===== src/rtl/core/bracket_nesting_checker_top_macros.svh =====
`ifndef BRACKET_NESTING_CHECKER_TOP_MACROS_SVH
`define BRACKET_NESTING_CHECKER_TOP_MACROS_SVH

// same-cycle implication, sampled on clk_i, off during reset
`define BNC_ASSERT_NOW(lbl, ante, cons, msg) \
  lbl: assert property (@(posedge clk_i) disable iff (!rst_ni) (ante) |-> (cons)) \
    else $error(msg);

// next-cycle implication, sampled on clk_i, off during reset
`define BNC_ASSERT_NEXT(lbl, ante, cons, msg) \
  lbl: assert property (@(posedge clk_i) disable iff (!rst_ni) (ante) |=> (cons)) \
    else $error(msg);

`endif


===== src/rtl/core/bnc_pkg.sv =====
package bnc_pkg;

  localparam int unsigned StackDepth = 1024;
  localparam int unsigned AddrW      = $clog2(StackDepth);
  localparam int unsigned LevelW     = $clog2(StackDepth + 1);

  typedef enum logic [2:0] {
    StOk         = 3'd0,
    StEmpty      = 3'd1,
    StOdd        = 3'd2,
    StMismatch   = 3'd3,
    StCloseEmpty = 3'd4,
    StUnclosed   = 3'd5,
    StOverflow   = 3'd6
  } status_e;

  localparam logic [1:0] KindParen   = 2'd0;
  localparam logic [1:0] KindBrace   = 2'd1;
  localparam logic [1:0] KindBracket = 2'd2;
  localparam logic [1:0] KindAngle   = 2'd3;

  localparam logic [7:0] ChParenOpen    = 8'h28;
  localparam logic [7:0] ChParenClose   = 8'h29;
  localparam logic [7:0] ChBraceOpen    = 8'h7b;
  localparam logic [7:0] ChBraceClose   = 8'h7d;
  localparam logic [7:0] ChBracketOpen  = 8'h5b;
  localparam logic [7:0] ChBracketClose = 8'h5d;
  localparam logic [7:0] ChAngleOpen    = 8'h3c;
  localparam logic [7:0] ChAngleClose   = 8'h3e;

  typedef struct packed {
    logic       hit;
    logic [1:0] kind;
  } bracket_t;

  typedef struct packed {
    logic             we;
    logic [AddrW-1:0] waddr;
    logic [1:0]       wdata;
    logic [AddrW-1:0] raddr;
  } stack_req_t;

  function automatic bracket_t opener_decode(logic [7:0] ch, logic ext);
    bracket_t res;
    res.hit  = 1'b1;
    res.kind = KindParen;
    if (ch == ChParenOpen) begin
      res.kind = KindParen;
    end else if (ch == ChBraceOpen) begin
      res.kind = KindBrace;
    end else if (ch == ChBracketOpen) begin
      res.kind = KindBracket;
    end else if (ext && ch == ChAngleOpen) begin
      res.kind = KindAngle;
    end else begin
      res.hit = 1'b0;
    end
    return res;
  endfunction

  function automatic bracket_t closer_decode(logic [7:0] ch, logic ext);
    bracket_t res;
    res.hit  = 1'b1;
    res.kind = KindParen;
    if (ch == ChParenClose) begin
      res.kind = KindParen;
    end else if (ch == ChBraceClose) begin
      res.kind = KindBrace;
    end else if (ch == ChBracketClose) begin
      res.kind = KindBracket;
    end else if (ext && ch == ChAngleClose) begin
      res.kind = KindAngle;
    end else begin
      res.hit = 1'b0;
    end
    return res;
  endfunction

endpackage


===== src/rtl/core/bnc_stack_ram.sv =====
module bnc_stack_ram
  import bnc_pkg::*;
(
  input  logic       clk_i,
  input  stack_req_t req_i,
  output logic [1:0] rdata_o
);

  logic [1:0] mem_q [StackDepth];
  logic [1:0] rdata_q;

  // write-first: a read of the entry written in the same cycle sees the new value
  always_ff @(posedge clk_i) begin
    if (req_i.we) begin
      mem_q[req_i.waddr] <= req_i.wdata;
    end
    if (req_i.we && (req_i.waddr == req_i.raddr)) begin
      rdata_q <= req_i.wdata;
    end else begin
      rdata_q <= mem_q[req_i.raddr];
    end
  end

  assign rdata_o = rdata_q;

endmodule


===== src/rtl/core/bracket_nesting_checker_top.sv =====
// Bracket nesting checker: takes one byte of a string per word and checks that its brackets
// are properly nested, giving one verdict word (ok flag and status code) for each word that
// carries tlast. A new word is taken in every cycle as long as the result side keeps up; the
// verdict is registered and appears in the cycle after the last word is accepted. The top
// opener lives in a register and the entry below it is prefetched from the stack memory (one
// write and one read port, registered read data), so back-to-back pushes and pops run at full
// rate. The memory needs no clearing after reset. Writes to mode take effect from the next byte.
`include "bracket_nesting_checker_top_macros.svh"

module bracket_nesting_checker_top
  import bnc_pkg::*;
(
  input  logic       clk_i,
  input  logic       rst_ni,
  input  logic       cfg_we_i,
  input  logic       cfg_wdata_i,    // mode
  input  logic       s_axis_tvalid_i,
  output logic       s_axis_tready_o,
  input  logic [7:0] s_axis_tdata_i, // [7:0] ch
  input  logic       s_axis_tuser_i, // [0] has_char
  input  logic       s_axis_tlast_i,
  output logic       m_axis_tvalid_o,
  input  logic       m_axis_tready_i,
  output logic [7:0] m_axis_tdata_o  // [0] valid_res, [3:1] status, [7:4] zero
);

  logic              mode_q;
  logic [LevelW-1:0] level_q, level_d;
  logic [1:0]        tos_q, tos_d;
  status_e           fail_q, fail_d;
  logic              parity_q, parity_d;
  logic              seen_q, seen_d;
  logic              out_valid_q;
  logic              res_ok_q;
  status_e           res_status_q;
  status_e           status;
  logic              s_acc;
  logic              push;
  bracket_t          op;
  bracket_t          cl;
  stack_req_t        req;
  logic [1:0]        below;

  assign s_axis_tready_o = !out_valid_q || m_axis_tready_i;
  assign s_acc           = s_axis_tvalid_i && s_axis_tready_o;
  assign op              = opener_decode(s_axis_tdata_i, mode_q);
  assign cl              = closer_decode(s_axis_tdata_i, mode_q);

  bnc_stack_ram u_stack (
    .clk_i  (clk_i),
    .req_i  (req),
    .rdata_o(below)
  );

  always_comb begin
    level_d   = level_q;
    tos_d     = tos_q;
    fail_d    = fail_q;
    parity_d  = parity_q;
    seen_d    = seen_q;
    push      = 1'b0;
    req.we    = 1'b0;
    req.waddr = AddrW'(level_q - LevelW'(1));
    req.wdata = tos_q;

    if (s_acc && s_axis_tuser_i) begin
      seen_d   = 1'b1;
      parity_d = !parity_q;
      if (fail_q == StOk) begin
        if (op.hit) begin
          if (level_q == LevelW'(StackDepth)) begin
            fail_d = StOverflow;
          end else begin
            // old top moves into memory
            push    = 1'b1;
            req.we  = (level_q != '0);
            tos_d   = op.kind;
            level_d = level_q + LevelW'(1);
          end
        end else if (!mode_q || cl.hit) begin
          if (level_q == '0) begin
            fail_d = StCloseEmpty;
          end else if (!cl.hit || tos_q != cl.kind) begin
            fail_d = StMismatch;
          end else begin
            tos_d   = below;
            level_d = level_q - LevelW'(1);
          end
        end
      end
    end

    if (!seen_d) begin
      status = StEmpty;
    end else if (parity_d) begin
      status = StOdd;
    end else if (fail_d != StOk) begin
      status = fail_d;
    end else if (level_d != '0) begin
      status = StUnclosed;
    end else begin
      status = StOk;
    end

    if (s_acc && s_axis_tlast_i) begin
      level_d  = '0;
      fail_d   = StOk;
      parity_d = 1'b0;
      seen_d   = 1'b0;
    end

    // prefetch the entry just below the next top
    req.raddr = AddrW'(level_d - LevelW'(2));
  end

  always_ff @(posedge clk_i or negedge rst_ni) begin
    if (!rst_ni) begin
      mode_q      <= 1'b0;
      level_q     <= '0;
      fail_q      <= StOk;
      parity_q    <= 1'b0;
      seen_q      <= 1'b0;
      out_valid_q <= 1'b0;
    end else begin
      if (cfg_we_i) begin
        mode_q <= cfg_wdata_i;
      end
      level_q  <= level_d;
      fail_q   <= fail_d;
      parity_q <= parity_d;
      seen_q   <= seen_d;
      if (s_acc && s_axis_tlast_i) begin
        out_valid_q <= 1'b1;
      end else if (m_axis_tready_i) begin
        out_valid_q <= 1'b0;
      end
    end
  end

  always_ff @(posedge clk_i) begin
    tos_q <= tos_d;
    if (s_acc && s_axis_tlast_i) begin
      res_ok_q     <= (status == StOk);
      res_status_q <= status;
    end
  end

  assign m_axis_tvalid_o = out_valid_q;
  assign m_axis_tdata_o  = {4'b0000, res_status_q, res_ok_q};

  `BNC_ASSERT_NOW(a_level_bound, 1'b1, level_q <= LevelW'(StackDepth), "stack level overrun")
  `BNC_ASSERT_NOW(a_verdict_flag, out_valid_q, res_ok_q == (res_status_q == StOk), "verdict mismatch")
  `BNC_ASSERT_NEXT(a_fail_sticky, s_acc && !s_axis_tlast_i && fail_q != StOk, fail_q == $past(fail_q), "held failure changed")
  `BNC_ASSERT_NEXT(a_push_top, s_acc && push && !s_axis_tlast_i, tos_q == $past(op.kind), "pushed opener not on top")

endmodule

===== config.mk =====
export PLATFORM = sky130hd
export DESIGN_NAME = bracket_nesting_checker_top
export DESIGN_NICKNAME = d
export VERILOG_FILES = /design/src/rtl/core/bnc_pkg.sv /design/src/rtl/core/bnc_stack_ram.sv /design/src/rtl/core/bracket_nesting_checker_top.sv
export VERILOG_INCLUDE_DIRS = /design/src /design/src/rtl/core
export SDC_FILE = /design/constraint.sdc
export NUM_CORES = 2
export LEC_CHECK = 0
export ABC_AREA = 1
export BUFFER_PORTS_ARGS = -buffer_cell sky130_fd_sc_hd__buf_2
export CORE_ASPECT_RATIO = 0.5
export CORE_MARGIN = 5
export CORE_UTILIZATION = 50
export CTS_CLUSTER_DIAMETER = 40
export DETAILED_ROUTE_END_ITERATION = 8
export PLACE_DENSITY = 0.65
export REMOVE_ABC_BUFFERS = 1
export SYNTH_ARGS = -nofsm -noshare
export SYNTH_HDL_FRONTEND = slang
export SYNTH_SLANG_ARGS = --single-unit

===== constraint.sdc =====
create_clock -name clk_i -period 20.8 [get_ports clk_i]
set_input_delay 3.12 -clock clk_i [delete_from_list [all_inputs] [get_ports clk_i]]
set_output_delay 3.12 -clock clk_i [all_outputs]
set_load 0.02 [all_outputs]

# [Word-level counts from Yosys, hierarchy flattened]
# Memory sizes are Yosys's and may differ from the RTL's. A register that Yosys moved wholly into a read port is not among the register bits.
# Index checks and enable logic that the tools add are counted.
[classes] addsub=3 eq_ne=13 n_mux=53 reduce_logical=21
[op_table] operator="two-way mux 11 bit" n=8
[op_table] operator="two-way mux 3 bit" n=12
[op_table] operator="equality test 8 x 6 -> 1 bit, second input constant" n=4
[op_table] operator="equality test 8 x 7 -> 1 bit, second input constant" n=4
[op_table] operator="two-way mux 2 bit" n=13
[op_table] operator="nonzero test 11 bit" n=2
[op_table] operator="two-way mux 1 bit" n=20
[op_table] operator="adder 11 x 1 -> 11 bit, second input constant" n=1
[op_table] operator="equality test 11 bit, second input constant" n=1
[op_table] operator="zero test 11 bit" n=1
[op_table] operator="subtractor 11 x 1 -> 11 bit, second input constant" n=1
[op_table] operator="subtractor 10 x 2 -> 10 bit, second input constant" n=1
[op_table] operator="zero test 3 bit" n=2
[op_table] operator="inequality test 2 bit, second input constant" n=3
[op_table] operator="AND reduction 6 bit" n=1
[op_table] operator="logical AND 1 bit" n=5
[op_table] operator="zero test 1 bit" n=4
[op_table] operator="nonzero test 2 bit" n=2
[op_table] operator="logical OR 1 bit" n=3
[op_table] operator="nonzero test 3 bit" n=1
[op_table] operator="inequality test 2 bit" n=1
[word_totals] ff_bits=24 ram_bits=2048 wordCells=100 mem_count=1
[mem_list] name="u_stack.mem_q" words=1024 width=2 read_ports=1 rd_ports_with_merged_regs=1 write_ports=1 line_no="bnc_stack_ram.sv:9" rtl="logic [1:0] mem_q [StackDepth];"

# [Logic depth before layout (Yosys ltp)]
[logic_depth] word_depth=20 mapped_depth=21 mapped_depth_nobuf=21

# [Cells and area by module]
# Synthesis repeated with hierarchy kept, for this count alone.
[unflattened] hier_cells=8369 hier_area_um2=89530.9
[by_module_without_submodules] module="bnc_stack_ram" instances=1 cells_per_inst=7984 area_each_um2=87113.5 seq_area_each_um2=61699.2
[by_module_without_submodules] module="bracket_nesting_checker_top" instances=1 cells_per_inst=385 area_each_um2=2417.3 seq_area_each_um2=630.6

# [Worst setup path before layout]
# OpenSTA, ideal clock, no wires.
[synth_path] path_kind="flip-flop to flip-flop" start="register tos_q[0]" end="register (tool-made name)" setup_ns=0.112 t_arrival_ns=14.870 t_required_ns=20.688 slack_ns=5.818 path_stages_with_launch=17 n_path_buf=0 period_less_slack_ns=14.982 cell_sequence="edfxtp_1 nand2_1 nand2_4 nand2_2 inv_1 nand2_1 nand2_1 nand3_1 nand2_1 nand2_1 nand2_1 ha_1 inv_1 nor2_1 nand2_1 nand2_1 nand2_1"
[synth_rtl] element="start, declared" line_no="bracket_nesting_checker_top.sv:29" rtl="logic [1:0] tos_q, tos_d;"
[synth_rtl] element="start signal, assigned" line_no="bracket_nesting_checker_top.sv:141" rtl="tos_q <= tos_d;"

# [Worst setup path after layout]
[layout_path] start="input m_axis_tready_i" end="output s_axis_tready_o"
[layout_via] elab_chain_cells=1
[layout_lines] element="start, declared" line_no="bracket_nesting_checker_top.sv:23" rtl="input logic m_axis_tready_i,"
[layout_lines] element="logical OR 1 bit" line_no="bracket_nesting_checker_top.sv:44" rtl="assign s_axis_tready_o = !out_valid_q || m_axis_tready_i;"
[layout_lines] element="end, declared" line_no="bracket_nesting_checker_top.sv:18" rtl="output logic s_axis_tready_o,"
# Every way passes these cells.

==> metrics.md <==
| Metric | Value |
|---|---|
| Clock buffer depth | 3 |
| Post-Syn Area | slightly below 0.09 mm2 |
| Fin nets | 7983 |
| Failing checks | max-slew violations |
| First-pass GRT wire length | 361.0 mm |
| Distinct cells, synth | 39 |
| Top cell type's share of synthesized area | 0.6889 |
| Clock sink count | approximately 2100 |
| DP Area | 0.09053 mm2 |
| Post-CTS Hold Buffers | 0 |
| Share of layout cells above drive strength 1 | 0.05820 |
| Final worst setup slack | 14180 ps |
| Die X | 608.4 um |
| Final Max Slew Viols | 23 |
| Largest family of logic cells by synthesized area | simple AND/OR/NAND/NOR gates |
| Yosys reg bits | 2082 |
| Reg2Reg Depth | 19 |
| Top cell type by total area after synthesis | edfxtp_1 |
| Worst Hold Path EP | m_axis_tvalid_o |
| CTS clk-pin slew, worst paths | 60 ps |
| Grt total ovfl | 0 |
| Slew @ Worst Pin | 1514 ps |
| Hold depth | 2 |
| Register Area | ~0.062 mm2 |
| TritonCTS buffer count | 190 |
| P_int | between 6000 and 7000 uW |
| Post-CTS Resized | 0 |
| Routed Antenna Nets | 0 |
| CTS tree | built |
| Num rows | 109 |
| Multi-input logic area | 0.02374 mm2 |
| Area delta synth->final | 7.654% |
| GP Congestion | 0.8418 |
| Synth Area in XOR/XNOR | 0.001551 |
| WP buf/inv | 3 |
| Hold_sp | m_axis_tvalid_o |
| Final Hold Fails | 0 |
| WL final | 244.2 mm |
| DRT iter0 DRCs | between 7000 and 8000 |
| Fmax achieved | between 150 and 200 MHz |
| Clk_lat worst skew | 830 ps |
| Clock power share | 0.342 |
| Post-DR vias/cell | 5.879 |
| Mapped Cells | 8294 |
| CP Class | primary input to output pin |
| GRT Total Usage | 0.2554 |
| CTS H-Tree Depth | 4 |
| Cell area after layout | 0.09638 mm2 |
| Worst path depth | 4 |
| Initial antenna violation count | 9 |
| CTS Root Cell | clkbuf_16 |
| Largest cells by area after synthesis | edfxtp_1 69%, nand3_1 11%, nand2_1 8.5% |
| Pin count of the biggest net entering global routing | 253 |
| Maximum VDD drop | 0.0001005 V |
| CP most frequent cell | buf_2 |
| Static leakage | 0.03283 uW |
| Drt drc | 0 |
| Logic pwr share | 0.183 |
| Crit start category | primary input |
| CP max-delay cell | buf_2 |
| Hold/Removal Path Class | register to register |
| Worst EP arrival | 3500 ps |
| Warnings from Yosys | 0 |
| Dpl hpwl | 117.7 mm |
| Reg-to-reg endpoint | tos_q[1] |
| Sw frac | 0.3061 |
| Psw | around 3000 uW |
| Flop pwr share | 0.475 |
| R2R Setup Slk | 14510 ps |
| Crit-path max cell delay | 160 ps |
| Max Fanout on Critical Path | 4 |
| PwrDens | between 100 and 150 mW/mm2 |
| IO Port Bufs | 21 |
| Status | finished, violations left |
| Post-synthesis simple-gate area fraction | 0.2479 |
| Core Util, Final | 0.5436 |
| Worst slack, placed | approximately 14000 ps |
| Core area | ~0.18 mm2 |
| Reported max-cap violation count | 0 |
| Die extent in y | 309.2 um |
| I/O Pins | 26 |
| Die area | ~0.19 mm2 |
| Layout fillers | 15236 |
| Crit-path cells | buf_2, inv_1, nand2_2, buf_2 |
| Setup Viol. Count Final | 0 |
| Post-synthesis adder-cell area fraction | 0.0009782 |
| Initial Utilization | 0.5050 |
| CP delay by family, top | buffers and inverters |
| Period minus WS final | 6618 ps |
| Rel. slew slack | -0.009003 |
| WP data required | around 18000 ps |
| Register area share after synthesis | 0.6962 |
| Wire length per cell | 23.26 um |
| Post-CTS setup buffer count | 0 |
| Final Cycle Share | 0.3182 |
| Compound-Gate Fraction of Synth Area | 0.01441 |
| CP Capture Type | output pin |
| Final hold slack | 565.9 ps |
| Drt first pass iters | 5 |
| RSZ-0062 raised after global routing | no |
| Syn avg cell area | 10.79 um2 |
| Post-synthesis mux area share | 0.0001258 |
| Vias | 61717 |
| Vias in the first global route | 58924 |
| Worst Clk Skew | 24.90 ps |
sequential cells by signal, indices dropped and copies added (netlist names), named ones only:
| register | count |
|---|---|
| fail_q | 3 |
| parity_q | 1 |
| mode_q | 1 |
| m_axis_tvalid_o | 1 |
| res_status_q | 3 |
| level_q | 11 |
| res_ok_q | 1 |
| u_stack.mem_q | 2048 |
| tos_q | 2 |
| seen_q | 1 |
cells in the mapped netlist:
| master | count |
|---|---|
| edfxtp_1 | 2054 |
| nand2_1 | 2033 |
| nand3_1 | 1893 |
| nor2_1 | 1169 |
| buf_2 | 285 |
| clkbuf_1 | 179 |
| buf_1 | 140 |
| o21ai_0 | 135 |
| inv_1 | 111 |
| a21oi_1 | 57 |
| buf_4 | 47 |
| o22ai_1 | 44 |
| nand2_4 | 34 |
| dfrtp_1 | 18 |
| xor2_1 | 13 |
| dfxtp_1 | 10 |
| inv_2 | 9 |
| nor2_2 | 9 |
| ha_1 | 7 |
| nand2_2 | 7 |
| nor2_4 | 6 |
| nor3_2 | 5 |
| buf_6 | 4 |
| nor3_1 | 4 |
| nand3_2 | 3 |
| a31oi_1 | 2 |
| clkinv_1 | 2 |
| o21ai_1 | 2 |
| o21bai_1 | 2 |
| conb_1 | 1 |
| mux2_2 | 1 |
| nand3_4 | 1 |
| nand3b_1 | 1 |
| nand4_1 | 1 |
| nor3_4 | 1 |
| o211ai_1 | 1 |
| o21ai_2 | 1 |
| xnor2_1 | 1 |
| xor2_2 | 1 |
stage by stage:
| step | power [uW] | std cells | setup TNS [ps] |
|---|---|---|---|
| final | 9821 | 10498 | 0 |
| after global routing | 10140 | 10496 | 0 |
| after CTS | 9813 | 10496 | 0 |
| after detailed placement | 6505 | 10154 | 0 |
| after global placement | 6496 | 10154 | 0 |
| after floorplan | 5762 | 7642 | -79680 |
power by group through the flow:
| stage | registers (uW) | logic, uW | clock network (uW) |
|---|---|---|---|
| floorplan | 4780 | 980 | 0 |
| global placement | 4750 | 1740 | 0 |
| detailed placement | 4750 | 1750 | 0 |
| CTS | 4660 | 1760 | 3390 |
| global route | 4660 | 1900 | 3580 |
| finish | 4670 | 1800 | 3360 |
layer usage:
layer / GRT usage / up-vias / wire length [um]
met5: 0 / - / 36
met4: 0.09188 / 6 / 8000
met3: 0.03832 / 490 / 22850
met2: 0.4194 / 2896 / 114300
met1: 0.3511 / 30232 / 99060
li1: - / 28093 / -
placed cells by master, fill, tap and decap left out, drive strengths merged, types with 14 or more instances in the layout:
master	n
nand2	2074
edfxtp	2054
nand3	1897
nor2	1184
clkbuf	245
o21ai	138
inv	127
buf	126
clkinv	74
a21oi	57
o22ai	44
dfrtp	18
xor2	14
cell families (layout without fill, tap and decap cells):
| logic type | count (synthesis) | after routing |
|---|---|---|
| other cells | 1 | 6 |
| compound gates | 244 | 244 |
| xor+xnor | 15 | 15 |
| mux | 1 | 1 |
| fa+ha+maj | 7 | 7 |
| simple gates | 5167 | 5167 |
| buf+inv | 777 | 590 |
| flops | 2082 | 2082 |
worst max path at each step:
| stage | end | slack (ps) | from |
|---|---|---|---|
| floorplan | tos_q[0] | -39860 | register |
| global placement | s_axis_tready_o | 14160 | m_axis_tready_i |
| detailed placement | s_axis_tready_o | 14190 | m_axis_tready_i |
| CTS | s_axis_tready_o | 14180 | m_axis_tready_i |
| global route | tos_q[1] | 14050 | register |
| finish | s_axis_tready_o | 14180 | m_axis_tready_i |
layout make-up:
| cell class | instances | share of cell area |
|---|---|---|
| antenna | 2 | 0.00005193 |
| clock buffer | 245 | 0.05279 |
| multi-input combinational | 5438 | 0.2463 |
| inverter | 122 | 0.005063 |
| tap | 2386 | 0.03097 |
| sequential | 2082 | 0.6469 |
| timing repair buffer | 126 | 0.01005 |
| clock inverter | 97 | 0.007919 |
worst reg2reg max path, stage by stage, from the launching register on:
cell and delay [ps]:
dfxtp_4 510, inv_8 590, buf_12 570, buf_4 870, buf_4 760, buf_4 940, o21ai_0 240, o22ai_1 190
nand2_1 70, nand3_1 120, nand3_1 80, nand3_1 270, nand3_1 250, nand3_1 200, nand3_1 90, nand2_1 70
nand2_1 50, nand2_1 160, nand2_1 70, nand2_1 70
(Power assumes the default switching activity.)
